### src/rtl/bkspf_pkg.sv
// Package for the base58 key span finder: payload structs, symbol class codes,
// register indexes and reset values. Depends on nothing; used by every module.
package bkspf_pkg;

  localparam int unsigned MaxBufferBytes = 4096;
  localparam int unsigned SymbolCount    = 58;
  localparam int unsigned LenW           = 6;
  localparam int unsigned StartW         = 12;
  localparam int unsigned CfgAddrW       = 4;
  localparam int unsigned CfgDataW       = 32;

  localparam logic [LenW-1:0] RunSat          = 6'd63;
  localparam logic [LenW-1:0] ResetMinSpan    = 6'd32;
  localparam logic [LenW-1:0] ResetMaxSpan    = 6'd44;
  localparam logic [LenW-1:0] ResetMinDistinct = 6'd12;

  localparam logic [2:0] ClassNone  = 3'b000;
  localparam logic [2:0] ClassDigit = 3'b001;
  localparam logic [2:0] ClassUpper = 3'b010;
  localparam logic [2:0] ClassLower = 3'b100;
  localparam logic [2:0] ClassAll   = 3'b111;

  typedef enum logic [1:0] {
    RegMinSpan     = 2'd0,
    RegMaxSpan     = 2'd1,
    RegMinDistinct = 2'd2,
    RegUnused      = 2'd3
  } cfg_reg_e;

  typedef struct packed {
    logic [7:0] data_byte;
    logic       last_byte;
  } in_item_t;

  typedef struct packed {
    logic [StartW-1:0] span_start;
    logic [LenW-1:0]   span_length;
    logic              high_confidence;
  } out_item_t;

  typedef struct packed {
    logic       is_symbol;
    logic [5:0] index;
    logic [2:0] char_class;
  } sym_info_t;

endpackage

### src/rtl/bkspf_classify.sv
// Base58 byte classifier: maps a byte to its alphabet index and character class.
// Depends on bkspf_pkg for the sym_info_t struct and the class codes.
module bkspf_classify import bkspf_pkg::*; (
  input  logic [7:0] data_byte_i,
  output sym_info_t  info_o
);

  logic [7:0] offset;

  always_comb begin
    info_o = '{is_symbol: 1'b1, index: 6'd0, char_class: ClassNone};
    offset = 8'd0;
    if (data_byte_i >= 8'h31 && data_byte_i <= 8'h39) begin
      offset = data_byte_i - 8'd49;
      info_o.char_class = ClassDigit;
    end else if (data_byte_i >= 8'h41 && data_byte_i <= 8'h48) begin
      offset = data_byte_i - 8'd56;
      info_o.char_class = ClassUpper;
    end else if (data_byte_i >= 8'h4a && data_byte_i <= 8'h4e) begin
      offset = data_byte_i - 8'd57;
      info_o.char_class = ClassUpper;
    end else if (data_byte_i >= 8'h50 && data_byte_i <= 8'h5a) begin
      offset = data_byte_i - 8'd58;
      info_o.char_class = ClassUpper;
    end else if (data_byte_i >= 8'h61 && data_byte_i <= 8'h6b) begin
      offset = data_byte_i - 8'd64;
      info_o.char_class = ClassLower;
    end else if (data_byte_i >= 8'h6d && data_byte_i <= 8'h7a) begin
      offset = data_byte_i - 8'd65;
      info_o.char_class = ClassLower;
    end else begin
      info_o.is_symbol = 1'b0;
    end
    info_o.index = offset[5:0];
  end

endmodule

### src/rtl/base58_key_span_finder_unit.sv
// Top level of the base58 key span finder: APB register file, input register,
// run tracking state and result register. Depends on bkspf_pkg and bkspf_classify.
// The byte ending a run is held in the input register, then its result in the result register.
// Throughput: one byte per cycle, set by the run state update, while no result waits unaccepted.
// While a result waits unaccepted, the input register takes at most one byte and then stalls.
// Reset: asynchronous, active low; registers return to 32, 44 and 12 and all run state
// and the byte position clear to zero.
module base58_key_span_finder_unit import bkspf_pkg::*; #(
  parameter int unsigned MAX_BUFFER_BYTES = MaxBufferBytes
) (
  input  logic                clk_i,
  input  logic                rst_ni,
  input  logic                in_valid_i,
  output logic                in_ready_o,
  input  in_item_t            in_data_i,
  output logic                out_valid_o,
  input  logic                out_ready_i,
  output out_item_t           out_data_o,
  input  logic                psel,
  input  logic                penable,
  input  logic                pwrite,
  input  logic [CfgAddrW-1:0] paddr,
  input  logic [CfgDataW-1:0] pwdata,
  output logic [CfgDataW-1:0] prdata,
  output logic                pready
);

  localparam int unsigned PosW = $clog2(MAX_BUFFER_BYTES);
  localparam logic [PosW-1:0] PosSat = PosW'(MAX_BUFFER_BYTES - 1);

  logic [LenW-1:0] min_span_q, max_span_q, min_distinct_q;
  cfg_reg_e        cfg_sel;
  logic            cfg_write;

  assign pready    = 1'b1;
  assign cfg_sel   = cfg_reg_e'(paddr[3:2]);
  assign cfg_write = psel && penable && pwrite;

  always_ff @(posedge clk_i or negedge rst_ni) begin
    if (!rst_ni) begin
      min_span_q     <= ResetMinSpan;
      max_span_q     <= ResetMaxSpan;
      min_distinct_q <= ResetMinDistinct;
    end else if (cfg_write) begin
      unique case (cfg_sel)
        RegMinSpan:     min_span_q     <= pwdata[LenW-1:0];
        RegMaxSpan:     max_span_q     <= pwdata[LenW-1:0];
        RegMinDistinct: min_distinct_q <= pwdata[LenW-1:0];
        default: ;
      endcase
    end
  end

  always_comb begin
    unique case (cfg_sel)
      RegMinSpan:     prdata = {{(CfgDataW-LenW){1'b0}}, min_span_q};
      RegMaxSpan:     prdata = {{(CfgDataW-LenW){1'b0}}, max_span_q};
      RegMinDistinct: prdata = {{(CfgDataW-LenW){1'b0}}, min_distinct_q};
      default:        prdata = '0;
    endcase
  end

  logic     in_valid_q;
  in_item_t in_item_q;
  logic     advance;

  assign advance    = in_valid_q && (!out_valid_o || out_ready_i);
  assign in_ready_o = !in_valid_q || advance;

  always_ff @(posedge clk_i or negedge rst_ni) begin
    if (!rst_ni) begin
      in_valid_q <= 1'b0;
    end else if (in_ready_o) begin
      in_valid_q <= in_valid_i;
    end
  end

  always_ff @(posedge clk_i) begin
    if (in_ready_o && in_valid_i) begin
      in_item_q <= in_data_i;
    end
  end

  sym_info_t sym;

  bkspf_classify u_classify (
    .data_byte_i (in_item_q.data_byte),
    .info_o      (sym)
  );

  logic [PosW-1:0]        pos_q, pos_d;
  logic [PosW-1:0]        start_q, start_d;
  logic [LenW-1:0]        run_len_q, run_len_d;
  logic [2:0]             class_q, class_d;
  logic [SymbolCount-1:0] mask_q, mask_d;
  logic [LenW-1:0]        distinct_q, distinct_d;
  logic [LenW-1:0]        lo_bound;
  logic                   run_end, emit, high;
  logic [PosW+StartW-1:0] start_ext;
  out_item_t              result;

  always_comb begin
    start_d    = start_q;
    run_len_d  = run_len_q;
    class_d    = class_q;
    mask_d     = mask_q;
    distinct_d = distinct_q;
    if (sym.is_symbol) begin
      if (run_len_q == '0) begin
        start_d = pos_q;
      end
      if (run_len_q != RunSat) begin
        run_len_d = run_len_q + 1'b1;
      end
      class_d = class_q | sym.char_class;
      if (!mask_q[sym.index]) begin
        mask_d[sym.index] = 1'b1;
        distinct_d        = distinct_q + 1'b1;
      end
    end

    lo_bound  = (min_span_q == '0) ? 6'd1 : min_span_q;
    run_end   = (!sym.is_symbol || in_item_q.last_byte) && (run_len_d != '0);
    emit      = run_end && (run_len_d != RunSat) && (run_len_d >= lo_bound) &&
                (run_len_d <= max_span_q);
    high      = (class_d == ClassAll) && (distinct_d >= min_distinct_q);
    start_ext = {{StartW{1'b0}}, start_d};
    result    = '{span_start: start_ext[StartW-1:0], span_length: run_len_d,
                  high_confidence: high};

    if (run_end || in_item_q.last_byte) begin
      start_d    = '0;
      run_len_d  = '0;
      class_d    = ClassNone;
      mask_d     = '0;
      distinct_d = '0;
    end

    if (in_item_q.last_byte) begin
      pos_d = '0;
    end else if (pos_q != PosSat) begin
      pos_d = pos_q + 1'b1;
    end else begin
      pos_d = pos_q;
    end
  end

  always_ff @(posedge clk_i or negedge rst_ni) begin
    if (!rst_ni) begin
      pos_q      <= '0;
      start_q    <= '0;
      run_len_q  <= '0;
      class_q    <= ClassNone;
      mask_q     <= '0;
      distinct_q <= '0;
    end else if (advance) begin
      pos_q      <= pos_d;
      start_q    <= start_d;
      run_len_q  <= run_len_d;
      class_q    <= class_d;
      mask_q     <= mask_d;
      distinct_q <= distinct_d;
    end
  end

  logic out_valid_q;
  assign out_valid_o = out_valid_q;

  always_ff @(posedge clk_i or negedge rst_ni) begin
    if (!rst_ni) begin
      out_valid_q <= 1'b0;
    end else if (advance) begin
      out_valid_q <= emit;
    end else if (out_ready_i) begin
      out_valid_q <= 1'b0;
    end
  end

  always_ff @(posedge clk_i) begin
    if (advance && emit) begin
      out_data_o <= result;
    end
  end

  // An idle run holds no symbol history.
  assert property (@(posedge clk_i) disable iff (!rst_ni)
    (run_len_q == '0) |-> (mask_q == '0 && distinct_q == '0 && class_q == ClassNone))
    else $error("run state not cleared while no run is open");

  assert property (@(posedge clk_i) disable iff (!rst_ni)
    distinct_q == LenW'($countones(mask_q)))
    else $error("distinct symbol count disagrees with the seen mask");

  assert property (@(posedge clk_i) disable iff (!rst_ni)
    distinct_q <= run_len_q)
    else $error("more distinct symbols than bytes in the run");

  assert property (@(posedge clk_i) disable iff (!rst_ni)
    (advance && emit) |=> (out_valid_o && out_data_o.span_length != '0 &&
                           out_data_o.span_length != RunSat))
    else $error("reported span has an impossible length");

  assert property (@(posedge clk_i) disable iff (!rst_ni)
    (advance && in_item_q.last_byte) |=> (pos_q == '0 && run_len_q == '0))
    else $error("buffer end did not restart the scan");

endmodule

### config.mk
export PLATFORM = sky130hd
export DESIGN_NAME = base58_key_span_finder_unit
export DESIGN_NICKNAME = d
export VERILOG_FILES = /design/src/rtl/bkspf_pkg.sv /design/src/rtl/bkspf_classify.sv /design/src/rtl/base58_key_span_finder_unit.sv
export SDC_FILE = /design/constraint.sdc
export NUM_CORES = 1
export LEC_CHECK = 0
export ABC_CLOCK_PERIOD_IN_PS = 4900
export BUFFER_PORTS_ARGS = -buffer_cell sky130_fd_sc_hd__buf_2
export CAP_MARGIN = 20
export CORE_MARGIN = 2
export CORE_UTILIZATION = 45
export CTS_BUF_LIST = sky130_fd_sc_hd__clkbuf_16
export DETAILED_ROUTE_END_ITERATION = 6
export PLACE_DENSITY = 0.67
export SLEW_MARGIN = 30
export SYNTH_ARGS = -nofsm -noshare
export SYNTH_HDL_FRONTEND = slang
export SYNTH_SLANG_ARGS = --single-unit
### constraint.sdc
create_clock -name clk_i -period 4.9 [get_ports clk_i]
set_input_delay 0.245 -clock clk_i [delete_from_list [all_inputs] [get_ports clk_i]]
set_output_delay 0.245 -clock clk_i [all_outputs]
set_load 0.1 [all_outputs]
# Word-level counts from Yosys, hierarchy flattened
# Index checks and enable logic that the tools add are counted.
# totals
reg_bits	145
input_bits	52
out_inout_bits	54
# classes
n_addsub	9
magnitude_cmp	17
n_eq_ne	7
mux	42
bitwise	2
n_reduce_logical	36
# ops
operator	n
$mux 58	3
$mux 6	13
$mux 12	5
$or 58x58->58	1
$ge 8x7->1 const B	5
$le 8x7->1 const B	5
$mux 3	8
$sub 6x6->6 const B	4
$pmux 6 s3	1
$logic_and 1x1->1	17
$add 12x1->12 const B	1
$add 6x1->6 const B	2
$ge 6x6->1	2
$logic_not 6->1	2
$ne 12x12->1 const B	1
$ne 6x6->1 const B	2
$sub 6x1->6 const B	2
$mux 1	10
$ge 8x6->1 const B	1
$le 8x6->1 const B	1
$reduce_and 2->1	4
$lt 6x7->1 const B	1
$bmux 1 s6	1
$demux 1 s6	1
other kinds (13)	20

# Longest topological paths before layout
# Gate-level depths: netlist (run 1).
# logic_depth
ltp_word	16
depth_mapped	26
ltp_nobuf	22

# Cells and area by module
# A second synthesis (run 1) with hierarchy kept.
# hier_totals
cells_unflattened	866
hier_area_um2	8564.5
# by_module_without_submodules
mod	instances	cells_each	area_each_um2	seq_area_each_um2
base58_key_span_finder_unit	1	746	7647.3	3776.1
bkspf_classify	1	120	917.1	0.0

# Least setup slack after synthesis (run 1)
# OpenSTA, ideal clock, no wires.
# synth_timing
path_kind	reg2reg
startpoint	register in_item_q[2] (netlist bit)
endpoint	register out_data_o[0] (netlist bit) (data pin)
arrival_ps	4943
path_slack_ps	-300
stages_incl_launch_ff	23
synth_period_minus_slack_ps	5200
path_cell_list	edfxtp_1 inv_1 ha_1 or4b_1 a211o_1 a211oi_2 o32ai_2 buf_4 buf_4 mux2i_1 mux2_1 a211o_1 or2_1 nand3_1 mux2_1 ha_1 a21o_1 a21oi_1 nor2b_1 o21ai_0 nand2b_1 a21oi_1 nor3_1
# synth_via
elab_chain_cells	14
elab_cells_between_ends	51
classes_between	add/sub: 6; order compare: 13; eq/ne: 1; mux: 23; bitwise: 1; reduce/logical: 7
# synth_rtl
element	line_no	text
start: declaration	base58_key_span_finder_unit.sv:64	in_item_t in_item_q;
start signal: assignment	base58_key_span_finder_unit.sv:80	in_item_q <= in_data_i;
$ge 8x7->1 / $le 8x7->1 (equally long branches)	bkspf_classify.sv:28	end else if (data_byte_i >= 8'h6d && data_byte_i <= 8'h7a) begin
$logic_and 1x1->1	bkspf_classify.sv:28	
$mux 6	bkspf_classify.sv:28	
$mux 6	bkspf_classify.sv:25	end else if (data_byte_i >= 8'h61 && data_byte_i <= 8'h6b) begin
$mux 6	bkspf_classify.sv:22	end else if (data_byte_i >= 8'h50 && data_byte_i <= 8'h5a) begin
$mux 6	bkspf_classify.sv:19	end else if (data_byte_i >= 8'h4a && data_byte_i <= 8'h4e) begin
$mux 6	bkspf_classify.sv:16	end else if (data_byte_i >= 8'h41 && data_byte_i <= 8'h48) begin
$mux 6	bkspf_classify.sv:13	if (data_byte_i >= 8'h31 && data_byte_i <= 8'h39) begin
$bmux 1 s6	base58_key_span_finder_unit.sv:116	if (!mask_q[sym.index]) begin
$mux 1 (implied by the code)	base58_key_span_finder_unit.sv:116	
$mux 6	base58_key_span_finder_unit.sv:116	
$mux 6	base58_key_span_finder_unit.sv:108	if (sym.is_symbol) begin
$ge 6x6->1	base58_key_span_finder_unit.sv:126	high = (class_d == ClassAll) && (distinct_d >= min_distinct_q);
$logic_and 1x1->1 (*)	base58_key_span_finder_unit.sv:126	
via high	base58_key_span_finder_unit.sv:98	logic run_end, emit, high;
end signal: assignment	base58_key_span_finder_unit.sv:181	out_data_o <= result;
end: declaration	base58_key_span_finder_unit.sv:18	output out_item_t out_data_o,
# The timed path passes the listed nets; every way through them passes the cells marked *. The select of a mux whose other input is x is not followed.
# A chain may end at the register's enable or synchronous reset.

# Final worst setup path (run 1)
# layout_timing
startpoint	register in_item_q[1] (netlist bit)
endpoint	register out_data_o[0] (netlist bit) (data pin)
# Same word-level chain as after synthesis.

==> results of run 1 <==
## synth_stat cells (4+ instances only)
| cell | n | share of area, % |
|---|---|---|
| nand2_1 | 177 | 7.7 |
| dfrtp_1 | 111 | 32 |
| o21ai_0 | 67 | 3.9 |
| nor2_1 | 43 | 1.9 |
| ha_1 | 33 | 4.8 |
| inv_1 | 32 | 1.4 |
| buf_4 | 30 | 2.6 |
| nand3_1 | 30 | 1.7 |
| edfxtp_1 | 28 | 9.7 |
| clkbuf_1 | 27 | 1.2 |
| a21oi_1 | 23 | 1.3 |
| mux2_2 | 21 | 2.7 |
| mux2i_1 | 21 | 2.4 |
| nand2b_1 | 14 | 1.0 |
| o31ai_1 | 14 | 1.2 |
| and2_1 | 13 | 0.94 |
| nor3_1 | 13 | 0.75 |
| and3_1 | 12 | 0.87 |
| nand4_1 | 11 | 0.80 |
| o21ai_1 | 10 | 0.58 |
| o21ai_2 | 10 | 1.0 |
| xnor2_1 | 9 | 0.91 |
| xor2_1 | 9 | 0.91 |
| o211ai_1 | 8 | 0.70 |
| a21o_1 | 7 | 0.61 |
| buf_2 | 7 | 0.41 |
| buf_6 | 7 | 0.91 |
| nor4_1 | 7 | 0.51 |
| o21a_1 | 7 | 0.61 |
| o22ai_1 | 7 | 0.51 |
| or3_1 | 7 | 0.51 |
| a32o_1 | 6 | 0.70 |
| dfstp_2 | 6 | 1.8 |
| nor2b_1 | 6 | 0.43 |
| nand3b_1 | 5 | 0.43 |
| a211o_1 | 4 | 0.41 |
| a311oi_1 | 4 | 0.41 |
| a31oi_1 | 4 | 0.29 |
| nor3b_1 | 4 | 0.35 |
| or2_2 | 4 | 0.29 |
## layer usage
layer	global-route usage (%)	up-vias	part of all wire [%]
li1	-	3453	-
met1	29.5	3415	46
met2	34.8	187	48
met3	3.70	33	4.0
met4	6.51	0	1.7
met5	0	-	0
## layout by cell type (no fill, tap or decap), types with 28 or more instances in the layout
| cell type | count |
|---|---|
| nand2_1 | 175 |
| buf_2 | 49 |
| dfrtp_1 | 111 |
| buf_4 | 76 |
| nand3_1 | 28 |
| nor2_1 | 42 |
| inv_1 | 31 |
| ha_1 | 29 |
| edfxtp_1 | 28 |
| o21ai_0 | 65 |
## layout make-up
type                    instances  area, um2
multi-input cells             698       4530
well taps                     234        293
repair buffers                141       1010
clock inverters                14        123
flip-flops and latches        145       3780
fillers                      1648       8460
inverters                      32        123
clock buffers                  18        450
## power groups by stage
stage	sequential [mW]	clock, mW	combinational [mW]
after floorplan	1.41	0	0.815
after global placement	1.42	0	1.08
after detailed placement	1.42	0	1.09
after CTS	1.40	1.29	1.11
after global routing	1.42	1.33	1.23
final	1.40	1.27	1.13
## worst paths after layout
kind | slack [ns] | endpoint | start | cells past startpoint
max | -0.15 | out_data_o[0] | in_item_q[1] | 23
min | 0.04 | in_valid_q | in_valid_i | 2
max reg2reg | -0.15 | out_data_o[0] | in_item_q[1] | 23
min reg2reg | 0.46 | start_q[2] | start_q[2] | 2
max in group asynchronous | 3.38 | start_q[3] | rst_ni | 3
min in group asynchronous | 0.42 | in_valid_q | rst_ni | 2
## flip-flops by register name (all words and copies together), names as in the netlist, 9 cells and up
name	flops
pos_q	12
in_item_q	9
out_data_o	19
start_q	12
mask_q	58
## critical path, cell delays in order, from the launching register on
cell      delay (ns)
edfxtp_1        0.48
ha_4            0.21
or4b_4          0.54
buf_4           0.16
a211oi_4        0.23
buf_4           0.16
o22ai_1         0.09
o211a_1         0.29
buf_12          0.18
and3_1          0.18
o21ai_1         0.20
a311oi_2        0.16
nor4_4          0.40
nand3_2         0.18
xor2_2          0.19
ha_1            0.27
nand2b_1        0.14
a21o_1          0.17
a21oi_1         0.11
nor2b_1         0.05
o21ai_1         0.13
nand2b_1        0.07
a21oi_1         0.13
nor3_1          0.06
## cell families after synthesis
group / Yosys count
compound gates: 209
other cells: 2
buf+inv: 106
fa+ha+maj: 33
simple gates: 367
xor+xnor: 18
flops: 145
mux: 44
## timing repair
action,4_1_cts,5_1_grt
buffers inserted,1,4
endpoints found under the setup margin,1,20
gates resized for setup,7,15
endpoints found under the hold margin,9,64
pin swaps,3,6
hold buffers,9,1
==> metrics.md, run 1 <==
| Metric | Value |
|---|---|
| Status | finished, violations left |
| Violated checks | negative setup slack |
| PortBufs | 50 |
| Final Hold Fails | 0 |
| XOR/XNOR Fraction of Synth Area | 1.83% |
| Internal power | 2.51 mW |
| Vias in the first global route | 6767 |
| Final min period | 5.05 ns |
| GRT Total Usage | 21.5% |
| Synthesized cell area | 8630 um2 |
| Worst skew pair latency | 0.42 ns |
| CTS tree | built |
| Slew margin rel. | 48.7% |
| Fin worst setup slack | -0.147 ns |
| Starting DRC count in detailed routing | 499 |
| Ant diodes | 0 |
| IO Count | 106 |
| Routed Antenna Nets | 0 |
| Placed Area | 9500 um2 |
| Mapped Cells | 924 |
| Synth async-reset ratio | 80.7% |
| Post-synth cell types | 84 |
| TNS Setup | -0.147 ns |
| Critical path type | register to register |
| Fraction of layout cells with a size suffix above 1 | 23.1% |
| Cts bufs inserted | 17 |
| Final setup fails | 1 |
| Synth Area in Adders | 4.78% |
| Initial antenna violation count | 0 |
| Crit share post-route | 103% |
| DRT Wirelength | 20900 um |
| Routed vias/inst | 5.53 |
| Sequential share of power | 36.9% |
| CTS clk-pin slew, worst paths | 0.06 ns |
| Starting Density | 46.0% |
| Maxcap violations | 0 |
| Multiplexer area fraction after synthesis | 5.43% |
| Worst Path Max Fanout | 22 |
| DR vias | 7088 |
| Slew @ Worst Pin | 0.769 ns |
| RSZ-0062 raised after global routing | true |
| Die area | 20300 um2 |
| Root Driver | clkbuf_16 |
| FP Rows | 50 |
| NetSw | 1.30 mW |
| Number of synthesized register bits | 145 |
| Core Util, Final | 54.9% |
| Layout Nets | 1120 |
| Comb pwr share | 29.7% |
| Largest net degree at the start of global routing | 72 |
| Synth-to-Final Area Change | 19.4% |
| DP Worst Slack | -0.175 ns |
| Gpl congestion | 0.893 |
| DP HPWL | 15000 um |
| DIE WIDTH | 143 um |
| Finished Layout Cells | 1282 |
| First-pass GRT wire length | 34600 um |
| Synth Area in Compound Gates | 16.7% |
| Max rail drop VDD | 0.236 mV |
| Synth Warn # | 0 |
| Final Skew | 0.00963 ns |
| Simple-Gate Fraction of Synth Area | 20.8% |
| Critical Path Sink Type | register |
| Pleak | 4.70 nW |
| Pwr per Cell Area | 369 nW/um2 |
| Post-synth EDFFs | 28 |
| Die Y | 143 um |
| Total grt overflow | 0 |
| WHS | 0.0450 ns |
| Cells after DPL | 1235 |
| Hold Crit Class | input port to register |
| Overall power | 3.80 mW |
| Final instance area | 10300 um2 |
| Htree depth | 4 |
| Clock Tree Buf Depth | 2 |
| Final Slew Violations | 0 |
| Sequential share of the synthesized area | 43.7% |
| CP startpoint kind | register |
| DR pass1 iterations | 5 |
| Most used DFF post-synth | dfrtp_1 |
| DR DRC count | 0 |
| Clk pwr share | 33.4% |
| # clock sinks | 145 |
| Syn_area_per_cell | 9.34 um2 |
| Critical path required time | 5.07 ns |
| Switching share of power | 34.1% |
| WL/cell | 16.3 um |
| Area of the core | 18800 um2 |
| CP arrival | 5.21 ns |
| Max Fclk | 0.198 GHz |
| Largest family of logic cells by synthesized area | simple AND/OR/NAND/NOR gates |
No activity file was read; power rests on OpenSTA's default activity.
==> run 2, diff against run 1 <==
SYNTH_HIERARCHICAL = 1   (was default)
==> run 2 against run 1 <==
Effect of this change:
- the flow still finishes with violations (negative setup slack)
- wire length decreased by 1.2%
- global-route usage is 0.19 points higher
- core utilization up 1.1 points
- worst setup slack worse by 0.18 ns
- combinational power decreased by 12%
- flip-flop and latch count unchanged
- die area fell by 0.79%
- largest power group unchanged
- highest routed layer unchanged
==> metrics.md, run 2 <==
| Metric | Value |
|---|---|
| Most common cell in the netlist | dfrtp_1 |
| Area of the multi-input gates | 4490 um2 |
| Synth area leader | dfrtp_1 |
| Starting Density | 45.8% |
| Layout Nets | 1074 |
| Number of synthesized register bits | 145 |
| Routed vias/inst | 5.61 |
| Critical path required time | 5.07 ns |
| Area of the core | 18700 um2 |
| RSZ-0062 raised after global routing | true |
| Starting DRC count in detailed routing | 371 |
| Crit path launch | in_item_q[3] |
| R2R Setup Slk | -0.33 ns |
| Mapped Cells | 866 |
| Synthesized cell area | 8560 um2 |
| Worst skew pair latency | 0.43 ns |
| CTS clk-pin slew, worst paths | 0.06 ns |
| First-pass GRT wire length | 34500 um |
| Most used DFF post-synth | dfrtp_1 |
| Comb pwr share | 27.6% |
| Pwr per Cell Area | 344 nW/um2 |
| FF/Latch Area | 3780 um2 |
| Critical path type | register to register |
| Crit share post-route | 107% |
| Switching share of power | 34.1% |
| Total grt overflow | 0 |
| Top flop regs | mask_q (58), out_data_o (19) |
| Core Util, Final | 56.0% |
| Hold Crit Class | input port to register |
| Gpl congestion | 0.829 |
| Cells after DPL | 1185 |
| Final Skew | 0.00855 ns |
| Top cell type's share of synthesized area | 32.4% |
| CTS tree | built |
| Commonest cells in the netlist | dfrtp_1 (111), nand2_1 (91), o21a_1 (64) |
| Slew @ Worst Pin | 0.763 ns |
| # clock sinks | 145 |
| Die Y | 142 um |
| Die area | 20200 um2 |
| DR pass1 iterations | 5 |
| Worst R2R Path Depth | 21 |
| Fraction of layout cells with a size suffix above 1 | 26.2% |
| DR vias | 6925 |
| Initial antenna violation count | 0 |
| Maxcap violations | 0 |
| FP Rows | 50 |
| Post-synth EDFFs | 28 |
| Violated checks | negative setup slack |
| Top reg by flops | mask_q |
| Commonest cells after routing, fill and taps aside | dfrtp_1 (111), nand2_1 (89), buf_4 (83) |
| Final min period | 5.23 ns |
| # fillers | 1645 |
| RR Endpoint | out_data_o[0] |
| Most common cell after layout, fill and taps aside | dfrtp_1 |
| Critical Path Sink Type | register |
| CP startpoint kind | register |
| Syn_area_per_cell | 9.89 um2 |
| CP arrival | 5.40 ns |
| DR DRC count | 0 |
| Status | finished, violations left |
| Pleak | 4.58 nW |
| DRT Wirelength | 20700 um |
| PortBufs | 50 |
| Final Hold Fails | 0 |
| WL/cell | 16.7 um |
| Worst Path Max Fanout | 8 |
| Htree depth | 4 |
| Finished Layout Cells | 1235 |
| GRT Total Usage | 21.6% |
| Clock Tree Buf Depth | 2 |
| Fin worst setup slack | -0.328 ns |
| Max Fclk | 0.191 GHz |
| Root Driver | clkbuf_16 |
| Slew margin rel. | 49.2% |
| DP HPWL | 14400 um |
| IO Count | 106 |
| Largest register FFs | 58 |
| Largest cells by area after synthesis | dfrtp_1 (32%), edfxtp_1 (9.8%), o21a_1 (5.6%) |
| Sequential share of the synthesized area | 44.1% |
| Max rail drop VDD | 0.291 mV |
| Vias in the first global route | 6798 |
| Final setup fails | 1 |
| NetSw | 1.23 mW |
| Sequential share of power | 38.1% |
| Routed Antenna Nets | 0 |
| Internal power | 2.37 mW |
| Critical R2R Launch | in_item_q[3] |
| Final Slew Violations | 0 |
| CP endpoint | out_data_o[0] |
| Ant diodes | 0 |
| Synth async-reset ratio | 80.7% |
| Synth-to-Final Area Change | 22.3% |
| Synth Warn # | 6 |
| Largest net degree at the start of global routing | 79 |
| Hold Path Depth | 3 |
| Cts bufs inserted | 17 |
| Clk pwr share | 34.3% |
| DIE WIDTH | 142 um |
| Post-synth cell types | 81 |
## run 2: kinds of logic after synthesis
family | share of synthesized area, %
flops | 44.1
xor+xnor | 1.64
mux | 6.73
compound gates | 17.3
buf+inv | 7.10
fa+ha+maj | 4.97
simple gates | 18.0
other cells | 0.0877
## run 2: power groups by stage
stage / sequential, mW / clock (mW) / combinational [mW]
floorplan: 1.39 / 0 / 0.670
global placement: 1.39 / 0 / 0.937
detailed placement: 1.39 / 0 / 0.950
CTS: 1.37 / 1.26 / 0.982
global route: 1.38 / 1.32 / 1.08
finish: 1.37 / 1.23 / 0.995
## run 2: routing by layer
| layer | wire [um] | vias to the layer above | global-route usage (%) |
|---|---|---|---|
| met5 | 0 | - | 0 |
| met4 | 245 | 0 | 6.42 |
| met3 | 600 | 21 | 3.33 |
| met2 | 10400 | 113 | 36.9 |
| met1 | 9480 | 3456 | 28.7 |
| li1 | - | 3335 | - |
## run 2: worst min path at each step
stage | startpoint | to | slack [ns]
2_1_floorplan | rst_ni | class_q[0] | -0.05
3_3_place_gp | in_data_i[5] | in_item_q[5] | 0.42
3_5_place_dp | rst_ni | max_span_q[0] | 0.33
4_1_cts | pwdata[5] | min_span_q[5] | 0.05
5_1_grt | pwdata[2] | min_span_q[2] | 0.08
6_report | pwdata[5] | min_span_q[5] | 0.06
## run 2: metrics by stage
| step | area (um2) | power [mW] | setup WS (ns) | hold WS, ns | setup TNS [ns] |
|---|---|---|---|---|---|
| floorplan | 8740 | 2.06 | -0.275 | -0.0506 | -0.275 |
| global placement | 9600 | 2.33 | -0.336 | 0.423 | -0.336 |
| detailed placement | 9610 | 2.34 | -0.412 | 0.328 | -0.412 |
| CTS | 10400 | 3.61 | -0.357 | 0.0494 | -0.357 |
| global route | 10500 | 3.78 | -0.514 | 0.0825 | -0.514 |
| finish | 10500 | 3.60 | -0.328 | 0.0631 | -0.328 |
## run 2: final cells by class
type	instances	area share (%)
multi-input combinational	634	42.9
sequential	145	36.1
timing repair buffer	156	11.7
clock buffer	17	4.06
tap	234	2.80
clock inverter	15	1.29
inverter	34	1.24
## run 2: timing repair
| item | CTS | global route |
|---|---|---|
| hold buffers | 11 | 0 |
| resized for setup | 7 | 16 |
| endpoints found under the hold margin | 83 | 0 |
| endpoints found under the setup margin | 1 | 19 |
| pin swaps | 9 | 11 |
| setup buffers | 4 | 3 |
## run 2: worst max-delay path, stage by stage (launching register included)
cell and delay (ns):
edfxtp_1 0.51, o211ai_1 0.43, a31oi_2 0.09, or3_4 0.42, nand3_4 0.08, nor2_2 0.06, a221oi_4 0.26, buf_12 0.17
mux4_2 0.50, mux2i_1 0.15, o211ai_1 0.13, a311o_1 0.29, a311o_2 0.43, xor2_1 0.17, ha_1 0.27, nand2b_1 0.14
a21o_1 0.16, a21o_1 0.15, a21o_1 0.16, a21o_1 0.16, a21oi_2 0.16, nor4_1 0.07
==> run 3, diff against run 2 <==
HOLD_SLACK_MARGIN = 0.12   (was default)
==> run 3 against run 2 <==
Effect of this change:
- the flow still finishes with violations (negative setup slack)
- worst setup slack lost 0.0034 ns
- sequential power is essentially flat
- clock skew grew 0.0011 ns
- register-to-register slack is essentially flat
- maximum frequency is essentially flat
- core utilization grew 0.37 points
- clock power is essentially flat
- non-clock buffer count grew 7
- die area is the same
- critical path type unchanged
- largest power group unchanged
- highest routed layer unchanged
==> metrics.md, run 3 (same netlist as run 2, synthesis figures left out) <==
| Metric | Value |
|---|---|
| Status | finished, violations left |
| Violated checks | negative setup slack |
| Final instance area | 10500 um2 |
| Initial antenna violation count | 0 |
| Worst skew pair latency | 0.43 ns |
| Synth-to-Final Area Change | 23.1% |
| Area of the core | 18700 um2 |
| Layout Nets | 1081 |
| Fin worst setup slack | -0.331 ns |
| Final Skew | 0.00969 ns |
| # clock sinks | 145 |
| Slew margin rel. | 47.4% |
| Vias in the first global route | 6836 |
| Area of the multi-input gates | 4490 um2 |
| DR vias | 6988 |
| Largest register FFs | 58 |
| CP arrival | 5.40 ns |
| Routed vias/inst | 5.63 |
| Routed Antenna Nets | 0 |
| CTS tree | built |
| Critical-path cell list | o211ai_1 > a31oi_2 > or3_4 > nand3_4 > nor2_2 > a221oi_4 > buf_12 > mux4_2 > mux2i_1 > o211ai_1 > a311o_1 > a311o_2 > xor2_1 > ha_1 > nand2b_1 > a21o_1 > a21o_1 > a21o_1 > a21o_1 > a21oi_2 > nor4_1 |
| # fillers | 1637 |
| Hold Path Depth | 3 |
| DR DRC count | 0 |
| Die area | 20200 um2 |
| Total grt overflow | 0 |
| Top flop regs | mask_q (58), out_data_o (19) |
| Htree depth | 4 |
| CTS clk-pin slew, worst paths | 0.06 ns |
| Commonest cells after routing, fill and taps aside | dfrtp_1 (111), nand2_1 (89), buf_4 (83) |
| Slowest CP cell | edfxtp_1 |
| Final Hold Fails | 0 |
| Critical path depth | 21 |
| Cts bufs inserted | 17 |
| GRT Total Usage | 21.7% |
| Pwr per Cell Area | 342 nW/um2 |
| PortBufs | 50 |
| TNS Setup | -0.331 ns |
| Clock Tree Buf Depth | 2 |
| RSZ-0062 raised after global routing | true |
| Top reg by flops | mask_q |
| Starting Density | 45.8% |
| Die Y | 142 um |
| DRT Wirelength | 20800 um |
| Hold Crit Class | input port to register |
| Ant diodes | 0 |
| Critical path type | register to register |
| Gpl congestion | 0.829 |
| Starting DRC count in detailed routing | 388 |
| WL/cell | 16.8 um |
| CP Buf/Inv Count | 1 |
| Fraction of layout cells with a size suffix above 1 | 26.0% |
| Worst path top cell family by delay | compound AO/OA/AOI/OAI gates |
| Largest net degree at the start of global routing | 79 |
| Most common cell after layout, fill and taps aside | dfrtp_1 |
| Pleak | 4.61 nW |
| Max Fclk | 0.191 GHz |
| FF/Latch Area | 3780 um2 |
| IO Count | 106 |
| Critical Path Sink Type | register |
| Slew @ Worst Pin | 0.789 ns |
| DP HPWL | 14400 um |
| Final Slew Violations | 0 |
| Crit share post-route | 107% |
| Final min period | 5.23 ns |
| Max rail drop VDD | 0.289 mV |
| DR pass1 iterations | 5 |
| First-pass GRT wire length | 34700 um |
| Placed Area | 9610 um2 |
| Top cell by count, worst path | a21o_1 |
| Max incr delay on CP | 0.51 ns |
| Worst R2R Path Depth | 21 |
| Root Driver | clkbuf_16 |
| Critical path required time | 5.07 ns |
| Final setup fails | 1 |
| DIE WIDTH | 142 um |
| Maxcap violations | 0 |
| CP startpoint kind | register |
| FP Rows | 50 |
| Worst Path Max Fanout | 8 |
[run 3: cell types whose count changed in the layout (fill, tap and decap cells not counted)]
cell | before | now
dlygate4sd3_1 | 11 | 18
[run 3: where the power goes]
group	leakage (nW)	internal, mW	switching (mW)
Clock	0.275	0.704	0.531
Combinational	2.46	0.364	0.636
Sequential	1.87	1.31	0.0609
[run 3: through the flow]
step	worst slack, ns	util (%)	std cells	hold slack [ns]	power [mW]
final	-0.331	56.4	1242	0.219	3.61
after global routing	-0.514	56.4	1242	0.258	3.78
after global placement	-0.336	51.3	1185	0.423	2.33
after CTS	-0.357	55.8	1239	0.203	3.62
after detailed placement	-0.412	51.4	1185	0.328	2.34
after floorplan	-0.275	-	891	-0.0506	2.06
[run 3: area by class of cell]
type                       count  area share [%]
multi-input combinational    634            42.6
sequential                   145            35.8
timing repair buffer         163            12.2
clock buffer                  17            4.04
tap                          234            2.78
clock inverter                15            1.28
inverter                      34            1.23
[run 3: timing repair]
item	in CTS	in global routing
gates resized for setup	7	16
pin swaps	9	11
setup endpoints to repair	1	19
hold endpoints to repair	101	0
buffers inserted	4	3
hold buffers	18	0
[run 3: worst register-to-register path, cell delays in order, from the launching register on]
cell and delay, ns:
edfxtp_1 0.51, o211ai_1 0.44, a31oi_2 0.09, or3_4 0.42, nand3_4 0.08, nor2_2 0.06, a221oi_4 0.26, buf_12 0.17
mux4_2 0.51, mux2i_1 0.15, o211ai_1 0.13, a311o_1 0.29, a311o_2 0.43, xor2_1 0.17, ha_1 0.27, nand2b_1 0.14
a21o_1 0.16, a21o_1 0.15, a21o_1 0.16, a21o_1 0.16, a21oi_2 0.16, nor4_1 0.07
[run 3: path summary, 6_finish.rpt]
path                               from           endpoint  slack, ns
max in group asynchronous        rst_ni  min_distinct_q[2]       3.43
min in group asynchronous        rst_ni      min_span_q[2]       0.43
max                        in_item_q[3]      out_data_o[0]      -0.33
min                         out_ready_i        out_valid_o       0.22
max reg2reg                in_item_q[3]      out_data_o[0]      -0.33
min reg2reg                  start_q[8]         start_q[8]       0.47
[run 3: layer usage]
metal | up-vias | track usage (%) | wire, um
met3 | 22 | 3.36 | 722
met2 | 154 | 37.0 | 10400
met1 | 3465 | 28.8 | 9420
met5 | - | 0 | 0
li1 | 3347 | - | -
met4 | 0 | 6.53 | 253
